File: src/rtl/core/assert_macros.svh
// Assertion macros shared by the convolution RTL.
// No dependencies; included by modules that carry assertions.
`ifndef ASSERT_MACROS_SVH
`define ASSERT_MACROS_SVH
`ifndef SYNTHESIS
`define CNV_ASSERT(lbl, clk, rst, prop, msg) \
   lbl: assert property (@(posedge clk) disable iff (rst) prop) else $error(msg);
`define CNV_NEVER(lbl, clk, rst, cond, msg) \
   lbl: assert property (@(posedge clk) disable iff (rst) !(cond)) else $error(msg);
`else
`define CNV_ASSERT(lbl, clk, rst, prop, msg)
`define CNV_NEVER(lbl, clk, rst, cond, msg)
`endif
`endif

File: src/rtl/core/cnv_pkg.sv
// Shared constants, register codes and types for the 3x3 convolution.
// No dependencies; imported by every module of the block.
package cnv_pkg;

   localparam int MAX_WIDTH = 1024;
   localparam int XW        = $clog2(MAX_WIDTH);
   localparam int WW        = $clog2(MAX_WIDTH + 1);
   localparam int YW        = 17;
   localparam int PIX_W     = 8;
   localparam int NCH       = 3;
   localparam int PX_W      = PIX_W * NCH;
   localparam int TAPS      = 9;
   localparam int COEF_W    = 12;
   localparam int PROD_W    = 21;
   localparam int ROW_W     = 23;
   localparam int RES_W     = 25;
   localparam int FRAC_MAX  = 11;
   localparam int STAGES    = 6;

   localparam int CFG_WIDTH_W  = 11;
   localparam int CFG_HEIGHT_W = 16;
   localparam int CFG_KROW_W   = 3 * COEF_W;
   localparam int CSR_AW       = 6;
   localparam int CSR_DW       = 64;
   localparam int OUT_DW       = ((NCH * RES_W + 7) / 8) * 8;

   typedef enum logic [2:0] {
      REG_WIDTH,
      REG_HEIGHT,
      REG_CHANS,
      REG_KEEP,
      REG_KTOP,
      REG_KMID,
      REG_KBOT,
      REG_FRAC
   } cnv_reg_type;

   typedef logic [PX_W-1:0]          cnv_px_type;
   typedef logic signed [COEF_W-1:0] cnv_coef_type;
   typedef logic signed [RES_W-1:0]  cnv_res_type;
   typedef logic [STAGES:1]          cnv_en_type;

   // one accepted pixel or drain item headed for the window stage
   typedef struct packed {
      logic [XW-1:0] addr;
      cnv_px_type    px;
      logic          col_first;
      logic          col_second;
      logic          row_second;
      logic          drain;
   } cnv_item_type;

   typedef struct packed {
      logic [1:0] chans;
      logic       keep;
      logic [3:0] frac;
   } cnv_mode_type;

endpackage

File: src/rtl/core/cnv_lane.sv
// One channel lane: nine tap products, row sums and lane total.
// Depends on cnv_pkg.
module cnv_lane (
   input  logic                                           clock,
   input  cnv_pkg::cnv_en_type                            en,
   input  logic [cnv_pkg::TAPS-1:0][cnv_pkg::PIX_W-1:0]   taps,
   input  cnv_pkg::cnv_coef_type [cnv_pkg::TAPS-1:0]      coef,
   output cnv_pkg::cnv_res_type                           sum
);
   import cnv_pkg::*;

   logic signed [PROD_W-1:0] prod_ff [TAPS];
   logic signed [ROW_W-1:0]  row_ff [3];
   cnv_res_type              sum_ff;

   always_ff @(posedge clock) begin
      if (en[3]) begin
         for (int i = 0; i < TAPS; i++) begin
            prod_ff[i] <= PROD_W'($signed({1'b0, taps[i]})) * PROD_W'($signed(coef[i]));
         end
      end
      if (en[4]) begin
         for (int r = 0; r < 3; r++) begin
            row_ff[r] <= ROW_W'(prod_ff[3*r]) + ROW_W'(prod_ff[3*r + 1])
                       + ROW_W'(prod_ff[3*r + 2]);
         end
      end
      if (en[5]) begin
         sum_ff <= RES_W'(row_ff[0]) + RES_W'(row_ff[1]) + RES_W'(row_ff[2]);
      end
   end

   assign sum = sum_ff;

endmodule

File: config.mk
export PLATFORM = sky130hd
export DESIGN_NAME = cnv_lane
export DESIGN_NICKNAME = d
export VERILOG_FILES = /design/src/rtl/core/assert_macros.svh /design/src/rtl/core/cnv_pkg.sv /design/src/rtl/core/cnv_lane.sv
export SDC_FILE = /design/constraint.sdc
export NUM_CORES = 2
export LEC_CHECK = 0
export ABC_AREA = 1
export BUFFER_PORTS_ARGS = -buffer_cell sky130_fd_sc_hd__buf_4
export CAP_MARGIN = 20
export CORE_MARGIN = 2
export CORE_UTILIZATION = 60
export CTS_CLUSTER_DIAMETER = 30
export CTS_CLUSTER_SIZE = 8
export DETAILED_ROUTE_END_ITERATION = 10
export PLACE_DENSITY_LB_ADDON = 0.15
export SLEW_MARGIN = 20
export SYNTH_ARGS = -nofsm -noshare
export SYNTH_HDL_FRONTEND = slang
export SYNTH_SLANG_ARGS = --single-unit
File: constraint.sdc
create_clock -name clock -period 4.5 [get_ports clock]
set_input_delay 0 -clock clock [delete_from_list [all_inputs] [get_ports clock]]
set_output_delay 0 -clock clock [all_outputs]
set_load 0.05 [all_outputs]
==> reports/metrics.cfg <==
[critical_path]
r2r_start=row_ff[0][47]$_DFFE_PP_
worstPathCellList=dlygate4sd3_1, buf_4, nand2_1, fa_1, inv_1, fa_1, inv_1, fa_1, fa_1, inv_1, ha_1, a21oi_1, o21ai_0, a21oi_1, nand2_1, nand2_1, nand2_1
rrSetupSlack_ps=1370
cp_slowest_cell=fa_1
end_kind=register
critPathRequiredTime_ps=4880
worst-setup-path-type=input port to register
crit_start=taps[57]
max_stage_delay_ps=680
startpoint_type=input port
arrival_ps=4330
cp_max_fo=12

[logic_synthesis]
synth_warnings=0
ys_types=34
synth-seq-cells=283
syn_area_mm2=0.05146
synth_fp_nets=8212
syn_inst=6769
synth.avg_cell_area_um2=7.602
yosysSeqAreaShare=0.1652

[placed_design]
io_buffers=208
placed_area_mm2=0.05380
gp_congestion=0.9171
dp_hpwl_mm=98.54

[timing]
fmax_ghz=0.2532
fin_hold_ws_ps=-1.215
tightest_slew_ps=924.5
finalHoldViolCount=1
fin_worst_skew_ps=68.41
min_period_over_period=0.8775
slew_headroom=0.3837
fin_setup_tns_ps=0
setup_viol=0
min_period_ps=3949
grt_setup_unrepaired=no
slew_viol_final=0

[final_layout]
finalInstanceArea_mm2=0.05633
final_nets=8351
diodes=0
drive_gt1_frac=0.05106
nFillCells=7479
area_growth_pct=9.471

[clocking]
clockBufferDepth=3
post_cts_buffers=0
cts_buffers=60
htreeDepth=2
cts_tree=built
path_clk_slew_ps=50
clk_latency_ps=630
cts_root_buffer=clkbuf_16
clock_sinks=283

[routing]
drc_errors=0
num_vias=40150
dr.pass1.iters=6
viasPerCell=4.960
postRouteWirelength_mm=116.3
antenna_left=0
wl_per_cell_um=14.37
drt_iter0_drc=2329

[floorplanning]
rows=107
coreArea_mm2=0.08501
pin_count=212
die-area_mm2=0.08812
start_util=0.6053
dieWidth_um=296.8
die_h_um=296.8

[global_routing]
grt_pass1_vias=41600
globalRouteTotalUtil=0.2775
grt_max_degree=103
grt_antenna_before_repair=0
grt_overflow=0
grt_pass1_wl_mm=200.8

[run_status]
failed_checks=negative hold slack
status=complete, but fails checks

[hold_path]
hp-start=en[3]
hp-class=input port to register

[run]
timing.max_cap.violations=0

sequential cells by signal (all words and copies together) (netlist names):
name,count
row_ff,69
sum,25
prod_ff,189
routing by layer:
layer | share of wire | track usage | up-vias
li1 | - | - | 19840
met3 | 0.046 | 0.02355 | 148
met1 | 0.45 | 0.3892 | 19230
met5 | 0 | 0 | -
met2 | 0.49 | 0.4731 | 933
met4 | 0.018 | 0.05922 | 0
final timing paths:
kind,cells after the start,endpoint
setup / recovery,17,prod_ff[1][83]$_DFFE_PP_
hold / removal,1,row_ff[0][63]$_DFFE_PP_
setup reg to reg,12,sum[13]$_DFFE_PP_
hold reg to reg,2,row_ff[0][47]$_DFFE_PP_
cell usage after synthesis:
cell,instances,share of area
nand2_1,2061,0.15
inv_1,2013,0.15
fa_1,792,0.31
ha_1,464,0.11
edfxtp_1,283,0.17
nor2_1,226,0.016
nand3_1,215,0.021
a21oi_1,195,0.019
clkbuf_1,129,0.0094
xor2_1,107,0.018
o21ai_0,72,0.0070
buf_1,51,0.0037
and2_1,27,0.0033
nand4_1,26,0.0032
xnor2_1,19,0.0032
nor2_2,18,0.0022
nand2_2,14,0.0017
a21o_1,12,0.0018
nand3b_1,9,0.0013
nor3_1,7,0.00068
nand3_2,5,0.00097
or2_2,5,0.00061
a21oi_2,3,0.00051
inv_2,3,0.00022
o21bai_1,3,0.00044
or2_1,2,0.00024
and2_4,1,0.00017
clkinv_1,1,0.000073
nand2_4,1,0.00022
nand3b_4,1,0.00039
nor2_4,1,0.00022
nor3_2,1,0.00019
o211ai_2,1,0.00024
o21ai_2,1,0.00017
cell families (layout without fill, tap and decap cells):
logic type,count (synthesis),in the layout,synth area share
xor+xnor,126,126,0.02145
compound gates,287,287,0.02908
buf+inv,2197,2380,0.1603
flops,283,283,0.1652
simple gates,2620,2620,0.2031
fa+ha+maj,1256,1256,0.4210
cells in the final DEF, fill, tap and decap left out, types with 26 or more instances in the layout:
master and count:
a21oi_1 195, and2_1 27, buf_4 207, clkbuf_16 60, dlygate4sd3_1 48, edfxtp_1 283, fa_1 792, ha_1 464
inv_1 2013, nand2_1 2061, nand3_1 215, nand4_1 26, nor2_1 226, o21ai_0 72, xor2_1 107
worst max-delay path, delay by kind of cell:
kind	cells	cell delay, ps
AO/OA/AOI/OAI	3	480
buffers and inverters	5	960
AND/OR/NAND/NOR	4	280
adder cells (fa/ha/maj)	5	2600
metrics by stage:
step	setup slack, ps	hold WS, ps	cells	util
global placement	389.0	353.0	7942	0.6328
global route	294.2	24.61	8096	0.6626
CTS	563.4	5.295	8096	0.6626
finish	551.2	-1.215	8096	0.6626
detailed placement	312.0	351.0	7942	0.6328
floorplan	554.8	112.5	6769	-
layout make-up:
| type | instances | area [µm²] | area share |
|---|---|---|---|
| Clock buffer | 65 | 1520 | 0.02699 |
| Tap cell | 1144 | 1431 | 0.02541 |
| Clock inverter | 41 | 531.8 | 0.009440 |
| Sequential cell | 283 | 8498 | 0.1509 |
| Timing Repair Buffer | 257 | 2066 | 0.03667 |
| Multi-Input combinational cell | 4289 | 34710 | 0.6162 |
| Inverter | 2017 | 7571 | 0.1344 |
repair_timing:
action	4_1_cts	5_1_grt
hold endpoints to repair	71	0
resized for setup	0	0
hold buffers	48	0
Power is left out: the tool's default activity adds up to more than one toggle a clock period on the data nets, which glitch-free logic cannot reach.
