$ cat src/rtl/core/assert_macros.svh
// Assertion macros shared by the convolution RTL.
// No dependencies; included by modules that carry assertions.
`ifndef ASSERT_MACROS_SVH
`define ASSERT_MACROS_SVH
`ifndef SYNTHESIS
`define CNV_ASSERT(lbl, clk, rst, prop, msg) \
   lbl: assert property (@(posedge clk) disable iff (rst) prop) else $error(msg);
`define CNV_NEVER(lbl, clk, rst, cond, msg) \
   lbl: assert property (@(posedge clk) disable iff (rst) !(cond)) else $error(msg);
`else
`define CNV_ASSERT(lbl, clk, rst, prop, msg)
`define CNV_NEVER(lbl, clk, rst, cond, msg)
`endif
`endif

$ cat src/rtl/core/cnv_pkg.sv
// Shared constants, register codes and types for the 3x3 convolution.
// No dependencies; imported by every module of the block.
package cnv_pkg;

   localparam int MAX_WIDTH = 1024;
   localparam int XW        = $clog2(MAX_WIDTH);
   localparam int WW        = $clog2(MAX_WIDTH + 1);
   localparam int YW        = 17;
   localparam int PIX_W     = 8;
   localparam int NCH       = 3;
   localparam int PX_W      = PIX_W * NCH;
   localparam int TAPS      = 9;
   localparam int COEF_W    = 12;
   localparam int PROD_W    = 21;
   localparam int ROW_W     = 23;
   localparam int RES_W     = 25;
   localparam int FRAC_MAX  = 11;
   localparam int STAGES    = 6;

   localparam int CFG_WIDTH_W  = 11;
   localparam int CFG_HEIGHT_W = 16;
   localparam int CFG_KROW_W   = 3 * COEF_W;
   localparam int CSR_AW       = 6;
   localparam int CSR_DW       = 64;
   localparam int OUT_DW       = ((NCH * RES_W + 7) / 8) * 8;

   typedef enum logic [2:0] {
      REG_WIDTH,
      REG_HEIGHT,
      REG_CHANS,
      REG_KEEP,
      REG_KTOP,
      REG_KMID,
      REG_KBOT,
      REG_FRAC
   } cnv_reg_type;

   typedef logic [PX_W-1:0]          cnv_px_type;
   typedef logic signed [COEF_W-1:0] cnv_coef_type;
   typedef logic signed [RES_W-1:0]  cnv_res_type;
   typedef logic [STAGES:1]          cnv_en_type;

   // one accepted pixel or drain item headed for the window stage
   typedef struct packed {
      logic [XW-1:0] addr;
      cnv_px_type    px;
      logic          col_first;
      logic          col_second;
      logic          row_second;
      logic          drain;
   } cnv_item_type;

   typedef struct packed {
      logic [1:0] chans;
      logic       keep;
      logic [3:0] frac;
   } cnv_mode_type;

endpackage

$ cat src/rtl/core/cnv_merge.sv
// Merges lane totals: inactive lanes zeroed, optional channel sum,
// arithmetic shift, result register. Depends on cnv_pkg.
module cnv_merge (
   input  logic                                      clock,
   input  cnv_pkg::cnv_en_type                       en,
   input  cnv_pkg::cnv_mode_type                     mode,
   input  cnv_pkg::cnv_res_type [cnv_pkg::NCH-1:0]   lane_sum,
   output cnv_pkg::cnv_res_type [cnv_pkg::NCH-1:0]   result
);
   import cnv_pkg::*;

   cnv_res_type [NCH-1:0] masked, res_in, res_ff;
   cnv_res_type           total;

   always_comb begin
      total = '0;
      for (int l = 0; l < NCH; l++) begin
         masked[l] = (2'(l) < mode.chans) ? lane_sum[l] : '0;
         total     = $signed(total) + $signed(masked[l]);
      end
      res_in = '0;
      if (mode.keep) begin
         for (int l = 0; l < NCH; l++) begin
            res_in[l] = $signed(masked[l]) >>> mode.frac;
         end
      end else begin
         res_in[0] = $signed(total) >>> mode.frac;
      end
   end

   always_ff @(posedge clock) begin
      if (en[6]) begin
         res_ff <= res_in;
      end
   end

   assign result = res_ff;

endmodule

$ cat config.mk
export PLATFORM = sky130hd
export DESIGN_NAME = cnv_merge
export DESIGN_NICKNAME = d
export VERILOG_FILES = /design/src/rtl/core/assert_macros.svh /design/src/rtl/core/cnv_pkg.sv /design/src/rtl/core/cnv_merge.sv
export SDC_FILE = /design/constraint.sdc
export NUM_CORES = 1
export LEC_CHECK = 0
export ABC_AREA = 1
export BUFFER_PORTS_ARGS = -buffer_cell sky130_fd_sc_hd__clkbuf_2
export CORE_UTILIZATION = 30
export CTS_CLUSTER_DIAMETER = 80
export CTS_CLUSTER_SIZE = 20
export DETAILED_ROUTE_END_ITERATION = 6
export SLEW_MARGIN = 20
export SYNTH_ARGS = -nofsm -noshare
export SYNTH_HDL_FRONTEND = slang
export SYNTH_SLANG_ARGS = --single-unit
$ cat constraint.sdc
create_clock -name clock -period 7 [get_ports clock]
set_input_delay 1.75 -clock clock [delete_from_list [all_inputs] [get_ports clock]]
set_output_delay 1.75 -clock clock [all_outputs]
set_load 0.05 [all_outputs]
==> summary.md <==
| Metric | Value |
|---|---|
| Final Hold Viols | `0` |
| Setup TNS Final | `0 ns` |
| Post-Synthesis Cells | `1356` |
| Crit-path most repeated cell | `nand3_1` |
| Drt drc | `3` |
| Finish-stage setup viols | `0` |
| Crit-path cells | `clkbuf_2 > nor2_4 > inv_2 > nand2_1 > fa_1 > inv_1 > ha_1 > fa_1 > nand3_1 > nand3_1 > nand2_1 > nand2_1 > xor2_1 > o21ai_0 > nand2_1 > nand3_1 > nand3_1 > nand3_1 > o21ai_1` |
| Core ar. | `28090 um^2` |
| Cell Rows | `61` |
| Failing checks | `DRC` |
| Resized Gates After CTS | `0` |
| Fin crit period | `5.765 ns` |
| Initial antenna violation count | `0` |
| FMAX | `0.1735 GHz` |
| Antenna viol nets, final | `0` |
| GP Congestion | `0.9844` |
| Max reg flops | `75` |
| Drt total wl | `31900 um` |
| Mean Syn Cell Area | `6.374 um^2` |
| Clock Tree Root | `clkbuf_16` |
| Power per cell area | `195.3 nW/um^2` |
| Avg WL per Cell | `17.30 um` |
| Via density | `5.049` |
| Vias post-DR | `9310` |
| Port bufs | `158` |
| Max Slew Vio Count | `0` |
| Height of the die | `171.7 um` |
| Iter 0 DRT Violations | `930` |
| Worst-Margin Slew | `0.9772 ns` |
| Half-perimeter wire length after placement | `25820 um` |
| Most used DFF post-synth | `edfxtp_1` |
| Top Ports | `164` |
| FFs w/ async S/R, synth | `0` |
| Worst-case clock buffer depth | `2` |
| Critical path class | `input pin to flip-flop` |
| Seq/Total Area, Yosys | `0.2606` |
| Yosys cell types | `41` |
| Max-cap violations | `0` |
| Clock slew seen by the registers of the worst setup and hold paths | `0.06 ns` |
| GRT Total Usage | `0.2190` |
| Syn Nets | `1493` |
| DIE WIDTH | `171.7 um` |
| Area grow syn2layout | `15.42%` |
| DIE AREA | `29490 um^2` |
| Post CTS Setup Buffer Count | `0` |
| Number of global-route vias before repair | `8569` |
| Peak VDD IR | `0.00008899 V` |
| Slew Limit Headroom | `0.3485` |
| Grt total ovfl | `0` |
| Most frequent cells in the layout | `443 x nand2_1, 184 x nand3_1, 157 x clkbuf_2` |
| Layout cell share with drive strength beyond 1 | `0.1685` |
| Initial Util | `0.3077` |
| Diodes inserted | `0` |
| EDFF count, synth | `75` |
| CP Capture Type | `flip-flop` |
| Pin count of the biggest net entering global routing | `76` |
| First-pass GRT wire length | `48180 um` |
| CP Max Fanout | `35` |
| CTS tree | `done` |
| Sink Count | `75` |
| Layout Cells excl Fill | `1844` |
| Leak Pwr | `0.005153 uW` |
| Dpl cells | `1828` |
| CP Launch Type | `input pin` |
| Final nets | `1598` |
| Fin crit share | `0.8235` |
| CTS Hold Buffers Added | `0` |
| Synthesized area | `8643 um^2` |
| CTS Buf Count | `9` |
| CP required | `7.07 ns` |
| FF+latch count, synth | `75` |
| Number of H-tree levels | `3` |
| Yosys warning count | `0` |
| Critical Path AT | `5.83 ns` |
| Unrepaired setup endpoints after global routing | `no` |
| Commonest non-fill, non-tap cell in the layout | `nand2_1` |
| Hold crit path type | `input pin to flip-flop` |
| Outcome | `complete, but fails checks` |
| CP peak stage delay | `0.54 ns` |
| TritonRoute pass-1 iters | `7` |
| Slowest-stage cell, CP | `fa_1` |
==> through the flow <==
| stage | util | hold WS [ns] | total power, uW | worst slack (ns) | cell area [um^2] |
|---|---|---|---|---|---|
| floorplan | - | 1.863 | 1191 | 2.081 | 8643 |
| global placement | 0.3430 | 2.137 | 1415 | 1.014 | 9633 |
| detailed placement | 0.3430 | 2.138 | 1421 | 0.9735 | 9633 |
| CTS | 0.3551 | 1.776 | 1953 | 1.339 | 9975 |
| global route | 0.3552 | 1.849 | 2068 | 1.059 | 9976 |
| finish | 0.3552 | 1.786 | 1948 | 1.235 | 9976 |
==> routing by layer <==
metal | vias to the layer above | share of wire | track usage
met4 | 0 | 0.035 | 0.08811
li1 | 4626 | - | -
met5 | - | 0 | 0
met2 | 371 | 0.46 | 0.3540
met1 | 4249 | 0.44 | 0.2981
met3 | 64 | 0.069 | 0.02186
==> critical path: cells and delay by family <==
| family | cells | cell delay [ns] |
|---|---|---|
| and+or+nand+nor | 10 | 1.33 |
| adders and majority gates | 3 | 1.22 |
| xor gates and xnor gates | 1 | 0.16 |
| buffers and inverters | 3 | 0.82 |
| AOI/OAI and AO/OA | 2 | 0.53 |
==> Yosys cell counts (2+ instances only) <==
cell	number	area share
a221oi_1	2	0.0020
a211oi_1	4	0.0035
nand4_1	9	0.0065
a31oi_1	6	0.0043
o211ai_1	4	0.0035
or2_1	2	0.0014
buf_6	3	0.0039
nand3_1	184	0.11
o21ai_0	95	0.055
nand3_2	6	0.0069
o21a_1	2	0.0017
nor3_1	3	0.0017
a21oi_1	49	0.028
nor2_1	70	0.030
buf_1	9	0.0039
xor2_1	7	0.0071
edfxtp_1	75	0.26
buf_2	29	0.017
o21ai_1	38	0.022
nand3b_1	6	0.0052
nand2_4	2	0.0026
inv_1	158	0.069
nor2_2	3	0.0022
nand2_1	443	0.19
ha_1	23	0.033
nand2_2	15	0.011
inv_2	12	0.0052
mux2i_1	10	0.012
clkbuf_1	33	0.014
fa_1	25	0.058
o21ai_2	17	0.017
or2_2	2	0.0014
nor2_4	2	0.0026
==> logic make-up after synthesis <==
kind of cell | after synthesis | synth area share
AO/OA/AOI/OAI | 221 | 0.1413
XOR/XNOR | 7 | 0.007093
adder cells (fa/ha/maj) | 48 | 0.09120
buffers and inverters | 247 | 0.1167
flip-flops | 75 | 0.2606
multiplexers | 10 | 0.01158
AND/OR/NAND/NOR | 748 | 0.3716
==> final timing paths <==
| kind | depth (start not counted) | start | endpoint |
|---|---|---|---|
| worst min-delay path | 3 | lane_sum[49] | result[49] |
| worst max-delay path | 19 | mode[6] | result[0] |
==> area by class of cell <==
| type | instances | area (um^2) |
|---|---|---|
| fill | 3202 | 18110 |
| inverter | 171 | 645.6 |
| multi-input combinational | 1034 | 5383 |
| sequential | 75 | 2252 |
| clock buffer | 10 | 229.0 |
| tap | 378 | 473.0 |
| timing repair buffer | 170 | 880.8 |
| clock inverter | 6 | 112.6 |
==> where the power goes <==
| part | switching, uW | internal (uW) | total, uW |
|---|---|---|---|
| registers | 12.9 | 552 | 565 |
| clock network | 180 | 349 | 529 |
| logic | 625 | 229 | 854 |
Note: power is estimated with default switching activity, not from simulation.
